===== src/rtl/cpu65_pkg.sv =====
`default_nettype none
package cpu65_pkg;

   localparam logic [15:0] RESET_PC_DEFAULT = 16'hF000;
   localparam logic [15:0] BRK_VECTOR       = 16'hFFFE;
   localparam logic [7:0]  STACK_PAGE       = 8'h01;

   // sequencer phases
   localparam logic [3:0] PH_START = 4'd0;
   localparam logic [3:0] PH_OPC   = 4'd1;
   localparam logic [3:0] PH_OP1   = 4'd2;
   localparam logic [3:0] PH_OP2   = 4'd3;
   localparam logic [3:0] PH_PTR1  = 4'd4;
   localparam logic [3:0] PH_PTR2  = 4'd5;
   localparam logic [3:0] PH_DATA  = 4'd6;
   localparam logic [3:0] PH_WR    = 4'd7;
   localparam logic [3:0] PH_S1    = 4'd8;
   localparam logic [3:0] PH_S2    = 4'd9;
   localparam logic [3:0] PH_S3    = 4'd10;
   localparam logic [3:0] PH_S4    = 4'd11;
   localparam logic [3:0] PH_S5    = 4'd12;

   // addressing modes
   localparam logic [4:0] M_IMP  = 5'd0;
   localparam logic [4:0] M_ACC  = 5'd1;
   localparam logic [4:0] M_IMM  = 5'd2;
   localparam logic [4:0] M_ZP   = 5'd3;
   localparam logic [4:0] M_ZPX  = 5'd4;
   localparam logic [4:0] M_ZPY  = 5'd5;
   localparam logic [4:0] M_ABS  = 5'd6;
   localparam logic [4:0] M_ABSX = 5'd7;
   localparam logic [4:0] M_ABSY = 5'd8;
   localparam logic [4:0] M_INDX = 5'd9;
   localparam logic [4:0] M_INDY = 5'd10;
   localparam logic [4:0] M_IND  = 5'd11;
   localparam logic [4:0] M_REL  = 5'd12;
   localparam logic [4:0] M_BRK  = 5'd13;
   localparam logic [4:0] M_JSR  = 5'd14;
   localparam logic [4:0] M_JMP  = 5'd15;
   localparam logic [4:0] M_RTI  = 5'd16;
   localparam logic [4:0] M_RTS  = 5'd17;
   localparam logic [4:0] M_PUSH = 5'd18;
   localparam logic [4:0] M_PULL = 5'd19;

   // status bit positions
   localparam int F_C = 0;
   localparam int F_Z = 1;
   localparam int F_I = 2;
   localparam int F_D = 3;
   localparam int F_V = 4;
   localparam int F_N = 5;

   // opcodes with special handling
   localparam logic [7:0] OP_PHP = 8'h08;
   localparam logic [7:0] OP_PLA = 8'h68;

   typedef struct packed {
      logic [4:0] mode;
      logic       store;
      logic       rmw;
   } decode_type;

endpackage
`default_nettype wire


===== src/rtl/cpu65_decode.sv =====
`default_nettype none
module cpu65_decode
   import cpu65_pkg::*;
(
   input  wire logic [7:0] opcode,
   output decode_type      dec
);

   logic [2:0] aaa;
   logic [2:0] bbb;
   logic [1:0] cc;
   logic [4:0] mode;

   assign aaa = opcode[7:5];
   assign bbb = opcode[4:2];
   assign cc  = opcode[1:0];

   always_comb begin
      mode = M_IMP;
      unique case (opcode)
         8'h00: mode = M_BRK;
         8'h20: mode = M_JSR;
         8'h40: mode = M_RTI;
         8'h60: mode = M_RTS;
         8'h08, 8'h48: mode = M_PUSH;
         8'h28, 8'h68: mode = M_PULL;
         8'h4C: mode = M_JMP;
         8'h6C: mode = M_IND;
         8'h89: mode = M_IMP;
         default: begin
            if (cc == 2'd1) begin
               unique case (bbb)
                  3'd0: mode = M_INDX;
                  3'd1: mode = M_ZP;
                  3'd2: mode = M_IMM;
                  3'd3: mode = M_ABS;
                  3'd4: mode = M_INDY;
                  3'd5: mode = M_ZPX;
                  3'd6: mode = M_ABSY;
                  default: mode = M_ABSX;
               endcase
            end else if (cc == 2'd0) begin
               if (bbb == 3'd4) mode = M_REL;
               else if (bbb == 3'd1 && aaa != 3'd0 && aaa != 3'd2 && aaa != 3'd3) mode = M_ZP;
               else if (bbb == 3'd3 && aaa != 3'd0) mode = M_ABS;
               else if (bbb == 3'd0 && aaa >= 3'd5) mode = M_IMM;
               else if (bbb == 3'd5 && (aaa == 3'd4 || aaa == 3'd5)) mode = M_ZPX;
               else if (bbb == 3'd7 && aaa == 3'd5) mode = M_ABSX;
               else mode = M_IMP;
            end else if (cc == 2'd2) begin
               if (bbb == 3'd1) mode = M_ZP;
               else if (bbb == 3'd3) mode = M_ABS;
               else if (bbb == 3'd2 && aaa < 3'd4) mode = M_ACC;
               else if (bbb == 3'd5) mode = (aaa == 3'd4 || aaa == 3'd5) ? M_ZPY : M_ZPX;
               else if (bbb == 3'd7 && aaa != 3'd4) mode = (aaa == 3'd5) ? M_ABSY : M_ABSX;
               else if (bbb == 3'd0 && aaa == 3'd5) mode = M_IMM;
               else mode = M_IMP;
            end
         end
      endcase
   end

   assign dec.mode  = mode;
   assign dec.store = (aaa == 3'd4);
   assign dec.rmw   = (cc == 2'd2) && (aaa != 3'd4) && (aaa != 3'd5);

endmodule
`default_nettype wire


===== src/rtl/cpu65_exec.sv =====
`default_nettype none
module cpu65_exec
   import cpu65_pkg::*;
(
   input  wire logic        clock,
   input  wire logic        reset,
   input  wire logic        step,
   input  wire logic        action,
   input  wire logic [7:0]  read_data,
   input  wire logic [15:0] reset_pc,
   output logic [15:0]      bus_address,
   output logic             bus_write,
   output logic [7:0]       write_data,
   output logic             opcode_fetch
);

   logic [7:0]  a_ff, a_in, x_ff, x_in, y_ff, y_in, sp_ff, sp_in;
   logic [7:0]  op_ff, op_in, dl_ff, dl_in;
   logic [15:0] pc_ff, pc_in, al_ff, al_in;
   logic [5:0]  p_ff, p_in;
   logic [3:0]  ph_ff, ph_in;
   logic [15:0] qa_ff, qa_in;
   logic        qw_ff, qw_in, qf_ff, qf_in;
   logic [7:0]  qd_ff, qd_in;

   decode_type  dec;
   logic [7:0]  dec_op;
   logic [15:0] t_word;
   logic [15:0] pc_inc;
   logic [7:0]  pack_p;
   logic [8:0]  rmw_res;
   logic [7:0]  store_val;

   // decode the fresh opcode in the fetch phase, the latched one afterwards
   assign dec_op = (ph_ff == PH_OPC) ? read_data : op_ff;
   cpu65_decode u_decode (.opcode(dec_op), .dec(dec));

   assign t_word = {read_data, dl_ff};
   assign pc_inc = pc_ff + 16'd1;
   assign pack_p = {p_ff[F_N], p_ff[F_V], 2'b11, p_ff[3:0]};

   always_comb begin
      unique case (op_ff[1:0])
         2'd1: store_val = a_ff;
         2'd2: store_val = x_ff;
         default: store_val = y_ff;
      endcase
   end

   // shift / rotate / inc / dec: carry out and result
   function automatic logic [8:0] rmw_calc(input logic [7:0] op, input logic [7:0] v,
                                           input logic cin);
      logic [8:0] r;
      begin
         case (op[7:5])
            3'd0: r = {v[7], v[6:0], 1'b0};
            3'd1: r = {v[7], v[6:0], cin};
            3'd2: r = {v[0], 1'b0, v[7:1]};
            3'd3: r = {v[0], cin, v[7:1]};
            3'd6: r = {cin, v - 8'd1};
            3'd7: r = {cin, v + 8'd1};
            default: r = {cin, v};
         endcase
         return r;
      end
   endfunction

   assign rmw_res = rmw_calc(op_ff, read_data, p_ff[F_C]);

   always_comb begin
      logic        fin;
      logic        go_op;
      logic [15:0] go_addr;
      logic [8:0]  sum;
      logic [7:0]  addend;
      logic [8:0]  r9;
      logic [7:0]  cmp_reg;
      logic        taken;
      logic        sel_bit;

      a_in = a_ff; x_in = x_ff; y_in = y_ff; sp_in = sp_ff;
      op_in = op_ff; dl_in = dl_ff; pc_in = pc_ff; al_in = al_ff;
      p_in = p_ff; ph_in = ph_ff;
      qa_in = qa_ff; qw_in = qw_ff; qd_in = qd_ff; qf_in = qf_ff;
      fin = 1'b0; go_op = 1'b0; go_addr = 16'h0000;
      sum = 9'h000; addend = 8'h00; r9 = 9'h000; cmp_reg = 8'h00;
      taken = 1'b0; sel_bit = 1'b0;

      if (action) begin
         if (ph_ff == PH_START) begin
            qa_in = reset_pc; qw_in = 1'b0; qd_in = 8'h00; qf_in = 1'b1;
         end
      end else begin
         unique case (ph_ff)
            PH_START: begin
               pc_in = reset_pc;
               fin = 1'b1;
            end
            PH_OPC: begin
               op_in = read_data;
               pc_in = pc_inc;
               unique case (dec.mode)
                  M_IMP, M_ACC: begin
                     fin = 1'b1;
                     case (read_data)
                        8'h0A, 8'h2A, 8'h4A, 8'h6A: begin
                           r9 = rmw_calc(read_data, a_ff, p_ff[F_C]);
                           a_in = r9[7:0];
                           p_in[F_C] = r9[8];
                           p_in[F_Z] = (r9[7:0] == 8'h00); p_in[F_N] = r9[7];
                        end
                        8'h88: begin
                           y_in = y_ff - 8'd1;
                           p_in[F_Z] = (y_in == 8'h00); p_in[F_N] = y_in[7];
                        end
                        8'hC8: begin
                           y_in = y_ff + 8'd1;
                           p_in[F_Z] = (y_in == 8'h00); p_in[F_N] = y_in[7];
                        end
                        8'hCA: begin
                           x_in = x_ff - 8'd1;
                           p_in[F_Z] = (x_in == 8'h00); p_in[F_N] = x_in[7];
                        end
                        8'hE8: begin
                           x_in = x_ff + 8'd1;
                           p_in[F_Z] = (x_in == 8'h00); p_in[F_N] = x_in[7];
                        end
                        8'hA8: begin
                           y_in = a_ff;
                           p_in[F_Z] = (a_ff == 8'h00); p_in[F_N] = a_ff[7];
                        end
                        8'hAA: begin
                           x_in = a_ff;
                           p_in[F_Z] = (a_ff == 8'h00); p_in[F_N] = a_ff[7];
                        end
                        8'h98: begin
                           a_in = y_ff;
                           p_in[F_Z] = (y_ff == 8'h00); p_in[F_N] = y_ff[7];
                        end
                        8'h8A: begin
                           a_in = x_ff;
                           p_in[F_Z] = (x_ff == 8'h00); p_in[F_N] = x_ff[7];
                        end
                        8'hBA: begin
                           x_in = sp_ff;
                           p_in[F_Z] = (sp_ff == 8'h00); p_in[F_N] = sp_ff[7];
                        end
                        8'h9A: sp_in = x_ff;
                        8'h18: p_in[F_C] = 1'b0;
                        8'h38: p_in[F_C] = 1'b1;
                        8'h58: p_in[F_I] = 1'b0;
                        8'h78: p_in[F_I] = 1'b1;
                        8'hB8: p_in[F_V] = 1'b0;
                        8'hD8: p_in[F_D] = 1'b0;
                        8'hF8: p_in[F_D] = 1'b1;
                        default: ;
                     endcase
                  end
                  M_IMM: begin
                     pc_in = pc_inc + 16'd1;
                     go_op = 1'b1; go_addr = pc_inc;
                  end
                  M_BRK: begin
                     pc_in = pc_inc + 16'd1;
                     qa_in = {STACK_PAGE, sp_ff}; qw_in = 1'b1; qf_in = 1'b0;
                     qd_in = pc_in[15:8];
                     sp_in = sp_ff - 8'd1; ph_in = PH_S1;
                  end
                  M_RTS, M_RTI, M_PULL: begin
                     sp_in = sp_ff + 8'd1;
                     qa_in = {STACK_PAGE, sp_in}; qw_in = 1'b0; qd_in = 8'h00; qf_in = 1'b0;
                     ph_in = PH_S1;
                  end
                  M_PUSH: begin
                     qa_in = {STACK_PAGE, sp_ff}; qw_in = 1'b1; qf_in = 1'b0;
                     qd_in = (read_data == OP_PHP) ? pack_p : a_ff;
                     sp_in = sp_ff - 8'd1; ph_in = PH_WR;
                  end
                  default: begin
                     qa_in = pc_inc; qw_in = 1'b0; qd_in = 8'h00; qf_in = 1'b0;
                     pc_in = pc_inc + 16'd1; ph_in = PH_OP1;
                  end
               endcase
            end
            PH_OP1: begin
               unique case (dec.mode)
                  M_REL: begin
                     unique case (op_ff[7:6])
                        2'd0: sel_bit = p_ff[F_N];
                        2'd1: sel_bit = p_ff[F_V];
                        2'd2: sel_bit = p_ff[F_C];
                        default: sel_bit = p_ff[F_Z];
                     endcase
                     taken = (sel_bit == op_ff[5]);
                     if (taken) pc_in = pc_ff + {{8{read_data[7]}}, read_data};
                     fin = 1'b1;
                  end
                  M_ZP: begin go_op = 1'b1; go_addr = {8'h00, read_data}; end
                  M_ZPX: begin go_op = 1'b1; go_addr = {8'h00, read_data + x_ff}; end
                  M_ZPY: begin go_op = 1'b1; go_addr = {8'h00, read_data + y_ff}; end
                  M_INDX, M_INDY: begin
                     al_in = {8'h00, (dec.mode == M_INDX) ? read_data + x_ff : read_data};
                     qa_in = al_in; qw_in = 1'b0; qd_in = 8'h00; qf_in = 1'b0;
                     ph_in = PH_PTR1;
                  end
                  M_JSR: begin
                     dl_in = read_data;
                     qa_in = {STACK_PAGE, sp_ff}; qw_in = 1'b1; qf_in = 1'b0;
                     qd_in = pc_ff[15:8];
                     sp_in = sp_ff - 8'd1; ph_in = PH_S1;
                  end
                  default: begin
                     dl_in = read_data;
                     qa_in = pc_ff; qw_in = 1'b0; qd_in = 8'h00; qf_in = 1'b0;
                     pc_in = pc_inc; ph_in = PH_OP2;
                  end
               endcase
            end
            PH_OP2: begin
               unique case (dec.mode)
                  M_ABS: begin go_op = 1'b1; go_addr = t_word; end
                  M_ABSX: begin go_op = 1'b1; go_addr = t_word + {8'h00, x_ff}; end
                  M_ABSY: begin go_op = 1'b1; go_addr = t_word + {8'h00, y_ff}; end
                  M_JMP: begin pc_in = t_word; fin = 1'b1; end
                  M_IND: begin
                     al_in = t_word;
                     qa_in = t_word; qw_in = 1'b0; qd_in = 8'h00; qf_in = 1'b0;
                     ph_in = PH_PTR1;
                  end
                  default: fin = 1'b1;
               endcase
            end
            PH_PTR1: begin
               dl_in = read_data;
               // pointer high byte stays in the same page
               qa_in = {(dec.mode == M_IND) ? al_ff[15:8] : 8'h00, al_ff[7:0] + 8'd1};
               qw_in = 1'b0; qd_in = 8'h00; qf_in = 1'b0;
               ph_in = PH_PTR2;
            end
            PH_PTR2: begin
               if (dec.mode == M_IND) begin
                  pc_in = t_word; fin = 1'b1;
               end else if (dec.mode == M_INDY) begin
                  go_op = 1'b1; go_addr = t_word + {8'h00, y_ff};
               end else begin
                  go_op = 1'b1; go_addr = t_word;
               end
            end
            PH_DATA: begin
               if (dec.rmw) begin
                  qa_in = al_ff; qw_in = 1'b1; qd_in = rmw_res[7:0]; qf_in = 1'b0;
                  p_in[F_C] = rmw_res[8];
                  p_in[F_Z] = (rmw_res[7:0] == 8'h00); p_in[F_N] = rmw_res[7];
                  ph_in = PH_WR;
               end else begin
                  fin = 1'b1;
                  if (op_ff[1:0] == 2'd1) begin
                     case (op_ff[7:5])
                        3'd0: a_in = a_ff | read_data;
                        3'd1: a_in = a_ff & read_data;
                        3'd2: a_in = a_ff ^ read_data;
                        3'd5: a_in = read_data;
                        default: ;
                     endcase
                     if (op_ff[7:5] == 3'd3 || op_ff[7:5] == 3'd7) begin
                        addend = (op_ff[7:5] == 3'd7) ? ~read_data : read_data;
                        sum = {1'b0, a_ff} + {1'b0, addend} + {8'h00, p_ff[F_C]};
                        a_in = sum[7:0];
                        p_in[F_V] = ~(a_ff[7] ^ addend[7]) & (a_ff[7] ^ sum[7]);
                        p_in[F_C] = sum[8];
                     end
                     if (op_ff[7:5] == 3'd6) begin
                        r9 = {1'b0, a_ff} - {1'b0, read_data};
                        p_in[F_C] = ~r9[8];
                        p_in[F_Z] = (r9[7:0] == 8'h00); p_in[F_N] = r9[7];
                     end else if (op_ff[7:5] != 3'd4) begin
                        p_in[F_Z] = (a_in == 8'h00); p_in[F_N] = a_in[7];
                     end
                  end else if (op_ff[1:0] == 2'd2) begin
                     if (op_ff[7:5] == 3'd5) begin
                        x_in = read_data;
                        p_in[F_Z] = (read_data == 8'h00); p_in[F_N] = read_data[7];
                     end
                  end else begin
                     case (op_ff[7:5])
                        3'd1: begin
                           p_in[F_N] = read_data[7];
                           p_in[F_V] = read_data[6];
                           p_in[F_Z] = ((read_data & a_ff) == 8'h00);
                        end
                        3'd5: begin
                           y_in = read_data;
                           p_in[F_Z] = (read_data == 8'h00); p_in[F_N] = read_data[7];
                        end
                        3'd6, 3'd7: begin
                           cmp_reg = (op_ff[7:5] == 3'd6) ? y_ff : x_ff;
                           r9 = {1'b0, cmp_reg} - {1'b0, read_data};
                           p_in[F_C] = ~r9[8];
                           p_in[F_Z] = (r9[7:0] == 8'h00); p_in[F_N] = r9[7];
                        end
                        default: ;
                     endcase
                  end
               end
            end
            PH_S1: begin
               if (dec.mode == M_BRK || dec.mode == M_JSR) begin
                  qa_in = {STACK_PAGE, sp_ff}; qw_in = 1'b1; qf_in = 1'b0;
                  qd_in = pc_ff[7:0];
                  sp_in = sp_ff - 8'd1; ph_in = PH_S2;
               end else if (dec.mode == M_RTS || dec.mode == M_RTI) begin
                  if (dec.mode == M_RTS) dl_in = read_data;
                  else p_in = {read_data[7:6], read_data[3:0]};
                  sp_in = sp_ff + 8'd1;
                  qa_in = {STACK_PAGE, sp_in}; qw_in = 1'b0; qd_in = 8'h00; qf_in = 1'b0;
                  ph_in = PH_S2;
               end else if (dec.mode == M_PULL) begin
                  if (op_ff == OP_PLA) begin
                     a_in = read_data;
                     p_in[F_Z] = (read_data == 8'h00); p_in[F_N] = read_data[7];
                  end else begin
                     p_in = {read_data[7:6], read_data[3:0]};
                  end
                  fin = 1'b1;
               end else begin
                  fin = 1'b1;
               end
            end
            PH_S2: begin
               if (dec.mode == M_BRK) begin
                  qa_in = {STACK_PAGE, sp_ff}; qw_in = 1'b1; qf_in = 1'b0;
                  qd_in = pack_p;
                  sp_in = sp_ff - 8'd1; ph_in = PH_S3;
                  p_in[F_I] = 1'b1;
               end else if (dec.mode == M_JSR) begin
                  qa_in = pc_ff; qw_in = 1'b0; qd_in = 8'h00; qf_in = 1'b0;
                  ph_in = PH_S3;
               end else if (dec.mode == M_RTS) begin
                  pc_in = t_word + 16'd1; fin = 1'b1;
               end else if (dec.mode == M_RTI) begin
                  dl_in = read_data;
                  sp_in = sp_ff + 8'd1;
                  qa_in = {STACK_PAGE, sp_in}; qw_in = 1'b0; qd_in = 8'h00; qf_in = 1'b0;
                  ph_in = PH_S3;
               end else begin
                  fin = 1'b1;
               end
            end
            PH_S3: begin
               if (dec.mode == M_BRK) begin
                  qa_in = BRK_VECTOR; qw_in = 1'b0; qd_in = 8'h00; qf_in = 1'b0;
                  ph_in = PH_S4;
               end else if (dec.mode == M_JSR || dec.mode == M_RTI) begin
                  pc_in = t_word; fin = 1'b1;
               end else begin
                  fin = 1'b1;
               end
            end
            PH_S4: begin
               if (dec.mode == M_BRK) begin
                  dl_in = read_data;
                  qa_in = BRK_VECTOR | 16'h0001; qw_in = 1'b0; qd_in = 8'h00; qf_in = 1'b0;
                  ph_in = PH_S5;
               end else begin
                  fin = 1'b1;
               end
            end
            PH_S5: begin
               if (dec.mode == M_BRK) pc_in = t_word;
               fin = 1'b1;
            end
            default: fin = 1'b1;
         endcase

         if (go_op) begin
            al_in = go_addr;
            qa_in = go_addr; qf_in = 1'b0;
            if (dec.store) begin
               qw_in = 1'b1; qd_in = store_val; ph_in = PH_WR;
            end else begin
               qw_in = 1'b0; qd_in = 8'h00; ph_in = PH_DATA;
            end
         end
         if (fin) begin
            qa_in = pc_in; qw_in = 1'b0; qd_in = 8'h00; qf_in = 1'b1;
            ph_in = PH_OPC;
         end
      end
   end

   always_ff @(posedge clock) begin
      if (reset) begin
         a_ff <= '0; x_ff <= '0; y_ff <= '0; sp_ff <= '0; p_ff <= '0;
         op_ff <= '0; dl_ff <= '0; al_ff <= '0;
         pc_ff <= RESET_PC_DEFAULT; ph_ff <= PH_START;
         qa_ff <= RESET_PC_DEFAULT; qw_ff <= 1'b0; qd_ff <= '0; qf_ff <= 1'b1;
      end else if (step) begin
         a_ff <= a_in; x_ff <= x_in; y_ff <= y_in; sp_ff <= sp_in; p_ff <= p_in;
         op_ff <= op_in; dl_ff <= dl_in; al_ff <= al_in;
         pc_ff <= pc_in; ph_ff <= ph_in;
         qa_ff <= qa_in; qw_ff <= qw_in; qd_ff <= qd_in; qf_ff <= qf_in;
      end
   end

   assign bus_address  = qa_ff;
   assign bus_write    = qw_ff;
   assign write_data   = qd_ff;
   assign opcode_fetch = qf_ff;

endmodule
`default_nettype wire


===== src/rtl/cpu_6502_core.sv =====
// result: a request word gives its bus word in the cycle after acceptance
// throughput: one word per cycle unless the result channel stalls; the whole
//   sequencer step sits between the request handshake and the result registers
// reset: synchronous, active high; the first step issues the fetch at csr value
//   (default 0xf000), A, X, Y, SP and all flags clear, result channel empties
`default_nettype none
module cpu_6502_core
   import cpu65_pkg::*;
(
   input  wire logic        clock,
   input  wire logic        reset,
   input  wire logic        req_valid,
   output logic             req_stall,
   input  wire logic        req_action,
   input  wire logic [7:0]  req_read_data,
   output logic             rsp_valid,
   input  wire logic        rsp_stall,
   output logic [15:0]      rsp_bus_address,
   output logic             rsp_bus_write,
   output logic [7:0]       rsp_write_data,
   output logic             rsp_opcode_fetch,
   input  wire logic        csr_write_enable,
   input  wire logic [15:0] csr_write_data
);

   logic        rsp_valid_ff, rsp_valid_in;
   logic [15:0] reset_pc_ff;
   logic        accept;

   // a word may enter whenever the result register is free or being emptied
   assign req_stall    = rsp_valid_ff & rsp_stall;
   assign accept       = req_valid & ~req_stall;
   assign rsp_valid_in = accept | (rsp_valid_ff & rsp_stall);

   always_ff @(posedge clock) begin
      if (reset) begin
         rsp_valid_ff <= 1'b0;
         reset_pc_ff  <= RESET_PC_DEFAULT;
      end else begin
         rsp_valid_ff <= rsp_valid_in;
         if (csr_write_enable) reset_pc_ff <= csr_write_data;
      end
   end

   // the bus request registers inside the sequencer double as result payload
   cpu65_exec u_exec (
      .clock       (clock),
      .reset       (reset),
      .step        (accept),
      .action      (req_action),
      .read_data   (req_read_data),
      .reset_pc    (reset_pc_ff),
      .bus_address (rsp_bus_address),
      .bus_write   (rsp_bus_write),
      .write_data  (rsp_write_data),
      .opcode_fetch(rsp_opcode_fetch)
   );

   assign rsp_valid = rsp_valid_ff;

endmodule
`default_nettype wire


===== config.mk =====
export PLATFORM = sky130hd
export DESIGN_NAME = cpu_6502_core
export DESIGN_NICKNAME = d
export VERILOG_FILES = /design/src/rtl/cpu65_pkg.sv /design/src/rtl/cpu65_decode.sv /design/src/rtl/cpu65_exec.sv /design/src/rtl/cpu_6502_core.sv
export SDC_FILE = /design/constraint.sdc
export NUM_CORES = 1
export LEC_CHECK = 0
export BUFFER_PORTS_ARGS = -buffer_cell sky130_fd_sc_hd__buf_2
export CORE_AREA = 2 2 258 260
export DETAILED_ROUTE_END_ITERATION = 8
export DIE_AREA = 0 0 260 262
export PLACE_DENSITY = 0.48
export SLEW_MARGIN = 10
export SYNTH_ARGS = -nofsm -noshare
export SYNTH_HDL_FRONTEND = slang
export SYNTH_SLANG_ARGS = --single-unit

===== constraint.sdc =====
create_clock -name clock -period 4.8 [get_ports clock]
set_clock_uncertainty 0.05 [all_clocks]
set_input_delay 0.48 -clock clock [delete_from_list [all_inputs] [get_ports clock]]
set_output_delay 0.48 -clock clock [all_outputs]
set_load 0.02 [all_outputs]

==> summary.md <==
| Metric | Value |
|---|---|
| Buffers on Ports | `57` |
| Avg Vias per Cell | `6.37` |
| Initial antenna violation count | `3` |
| Cells along the critical path | `buf_4 -> nor4b_4 -> buf_4 -> buf_4 -> a211oi_1 -> o21ai_0 -> buf_4 -> nand4b_1 -> nor2_2 -> nor4_4 -> buf_4 -> nor4_4 -> buf_4 -> nand3_1 -> a221oi_2 -> buf_4 -> a211oi_1 -> o31ai_1 -> a211oi_1` |
| Synthesized flop and latch total | `133` |
| Worst-skew pair later-pin latency | `0.51 ns` |
| Vias | `24914` |
| Die area | `0.0681 mm²` |
| Measured slew at the worst slew-check pin | `1.15 ns` |
| Pin count of the biggest net entering global routing | `72` |
| Yosys cell types | `99` |
| Starting Density | `29.8%` |
| Layout cells sized above 1 | `18.6%` |
| Drt pass-1 iters | `6` |
| Commonest non-fill, non-tap cell in the layout | `buf_4` |
| Most frequent cells in the layout | `buf_4, nor2_1, nand2_1, o21ai_0, a21oi_1` |
| Sequential-to-total area share from yosys stat | `13.7%` |
| Peak supply drop | `227 µV` |
| Synthesized area | `0.0194 mm²` |
| EDFF count, synth | `0` |
| Syn Inst Count | `2807` |
| First-pass GRT wire length | `177 mm` |
| Detailed-route wire length | `125 mm` |
| Area grow syn2layout | `22.1%` |
| Run status | `finished, final reports clean` |
| Starting DRT DRC Count | `3426` |
| Largest cells by area after synthesis | `dfxtp_1, ha_1, nor2_1` |
| Min Tclk post-route | `4.70 ns` |
| Hpwl dp | `97.4 mm` |
| Final RePlAce weighted congestion | `1.07` |
| Leading area contributor after synthesis | `dfxtp_1` |
| Clock Sinks | `133` |
| Clock root cell | `clkbuf_16` |
| Hold Path Class | `in -> reg` |
| Leakage power | `9.23 nW` |
| Post-synth net total | `2964` |
| Final Max Tran Viols | `0` |
| Final hold slack | `0.147 ns` |
| Ports | `58` |
| Rows | `94` |
| Gr ovfl total | `0` |
| Top cell by count, worst path | `buf_4` |
| RSZ-0062 raised after global routing | `false` |
| CP Launch Type | `register` |
| Slowest library cell on the worst path | `a221oi_2` |
| Share of Yosys cell area claimed by the top area cell type | `13.7%` |
| Asr flop ratio synth | `0%` |
| Nature of the critical path endpoint | `register` |
| Pwr Density | `242 mW/mm²` |
| Die Ht | `262 µm` |
| Rel. slew slack | `23.4%` |
| Hold Fails Final Rpt | `0` |
| TritonCTS Buffers | `17` |
| Max-Cap Viols | `0` |
| Final layout net count | `3188` |
| Average size of a mapped cell | `6.92 µm²` |
| Top_reg_cell synth | `dfxtp_1` |
| Crit-path max FO | `21` |
| ANT nets after route | `0` |
| Worst EP required | `5.09 ns` |
| Slowest Stage Delay on Critical Path | `0.46 ns` |
| Gr usage total | `36.2%` |
| Cell family with the largest share of critical-path delay | `buffers and inverters` |
| Final Cycle Share | `97.9%` |
| Setup Viol. Count Final | `0` |
| CP arrival | `4.99 ns` |
| Fin cells | `3910` |
| Synthesis Warnings | `0` |
| Clock Path Buffers | `2` |
| Total core area | `0.0653 mm²` |
| Vias in the first global route | `23900` |
| Maximum clock rate | `213 MHz` |
| TritonCTS clock tree | `done` |
| H-tree depth | `4` |
| Clock-pin slew on the worst setup and hold paths | `0.08 ns` |
| Die X | `260 µm` |
| WP buf/inv | `7` |
| WL per Instance | `32.1 µm` |
| # placed instances | `3871` |
| Post-route DRC | `0` |
| WS Path Type | `reg -> reg` |
final cells by class:
| type | instances | area [µm²] |
|---|---|---|
| clock buffers | 19 | 443 |
| diodes | 2 | 5.00 |
| fillers | 7030 | 41600 |
| well taps | 864 | 1080 |
| inverters | 88 | 330 |
| multi-input cells | 2347 | 15600 |
| flip-flops and latches | 133 | 2670 |
| repair buffers | 444 | 3390 |
| clock inverters | 13 | 196 |
per-stage QoR:
| stage | power, mW | TNS, ns | worst slack, ns | area, µm² | utilization (%) |
|---|---|---|---|---|---|
| CTS | 5.64 | 0 | 0.0221 | 23700 | 36.2 |
| floorplan | 2.71 | 0 | 0.0944 | 19400 | - |
| global placement | 4.05 | -1.07 | -0.461 | 23000 | 35.2 |
| global route | 5.91 | 0 | 0.00348 | 23700 | 36.3 |
| detailed placement | 4.04 | -0.996 | -0.425 | 23000 | 35.2 |
| finish | 5.73 | 0 | 0.102 | 23700 | 36.3 |
flip-flops by register name, summed over array words and instances, names as in the netlist:
| register | flops |
|---|---|
| u_exec.bus_address | 16 |
| u_exec.a_ff | 8 |
| u_exec.write_data | 8 |
| rsp_valid | 1 |
| u_exec.ph_ff | 4 |
| u_exec.pc_ff | 16 |
| u_exec.dl_ff | 8 |
| reset_pc_ff | 16 |
| u_exec.al_ff | 16 |
| u_exec.opcode_fetch | 1 |
| u_exec.p_ff | 6 |
| u_exec.x_ff | 8 |
| u_exec.y_ff | 8 |
| u_exec.op_ff | 8 |
| u_exec.sp_ff | 8 |
| u_exec.bus_write | 1 |
routing by layer:
layer | share of wire, % | vias to the layer above | GRT usage [%]
met5 | 0.010 | - | 0
met4 | 6.9 | 2 | 22.1
met3 | 8.5 | 362 | 5.82
met2 | 44 | 1551 | 57.9
met1 | 40 | 12036 | 45.6
li1 | - | 10963 | -
synthesized netlist by cell type (50+ instances only):
cell      number
nor3_1        70
ha_1         116
dfxtp_1      133
nand3_1      103
a21oi_1      211
clkbuf_1     194
a211oi_1      54
nor2_1       294
o21ai_0      216
inv_1         83
mux2i_1       68
xnor2_1      123
o211ai_1      50
nand2_1      281
worst register-to-register path: cells and delay by family, from the launching register on:
family	cells	cell delay [ns]
buffers and inverters	7	1.49
and+or+nand+nor	6	1.42
AOI/OAI and AO/OA	6	1.24
DFF	1	0.33
worst paths after layout:
path / startpoint / to / slack (ns) / depth (start not counted)
setup / recovery: u_exec.ph_ff[0]$_SDFFE_PP0P_ / u_exec.bus_address[3]$_SDFFE_PP0P_ / 0.10 / 19
hold / removal: csr_write_data[13] / reset_pc_ff[13]$_SDFFE_PP1P_ / 0.15 / 3
setup reg to reg: u_exec.ph_ff[0]$_SDFFE_PP0P_ / u_exec.bus_address[3]$_SDFFE_PP0P_ / 0.10 / 19
hold reg to reg: u_exec.bus_address[6]$_SDFFE_PP0P_ / u_exec.bus_address[6]$_SDFFE_PP0P_ / 0.40 / 2
kinds of logic after synthesis:
group / count (synthesis) / synth area share (%)
simple gates: 995 / 24.6
compound gates: 972 / 33.6
buf+inv: 327 / 6.52
xor+xnor: 160 / 7.21
flops: 133 / 13.7
fa+ha+maj: 127 / 8.60
mux: 93 / 5.76
power by group:
| part | switching [mW] | total (mW) | internal [mW] |
|---|---|---|---|
| Clock | 0.674 | 1.56 | 0.890 |
| Combinational | 1.88 | 2.93 | 1.05 |
| Sequential | 0.0782 | 1.24 | 1.16 |
what timing repair did:
item,4_1_cts,5_1_grt
setup endpoints to repair,5,57
gates resized for setup,6,11
endpoints found under the hold margin,0,0
setup buffers,3,2
pin swaps,1,1
hold buffers,0,0
No activity file was read; power rests on OpenSTA's default activity.
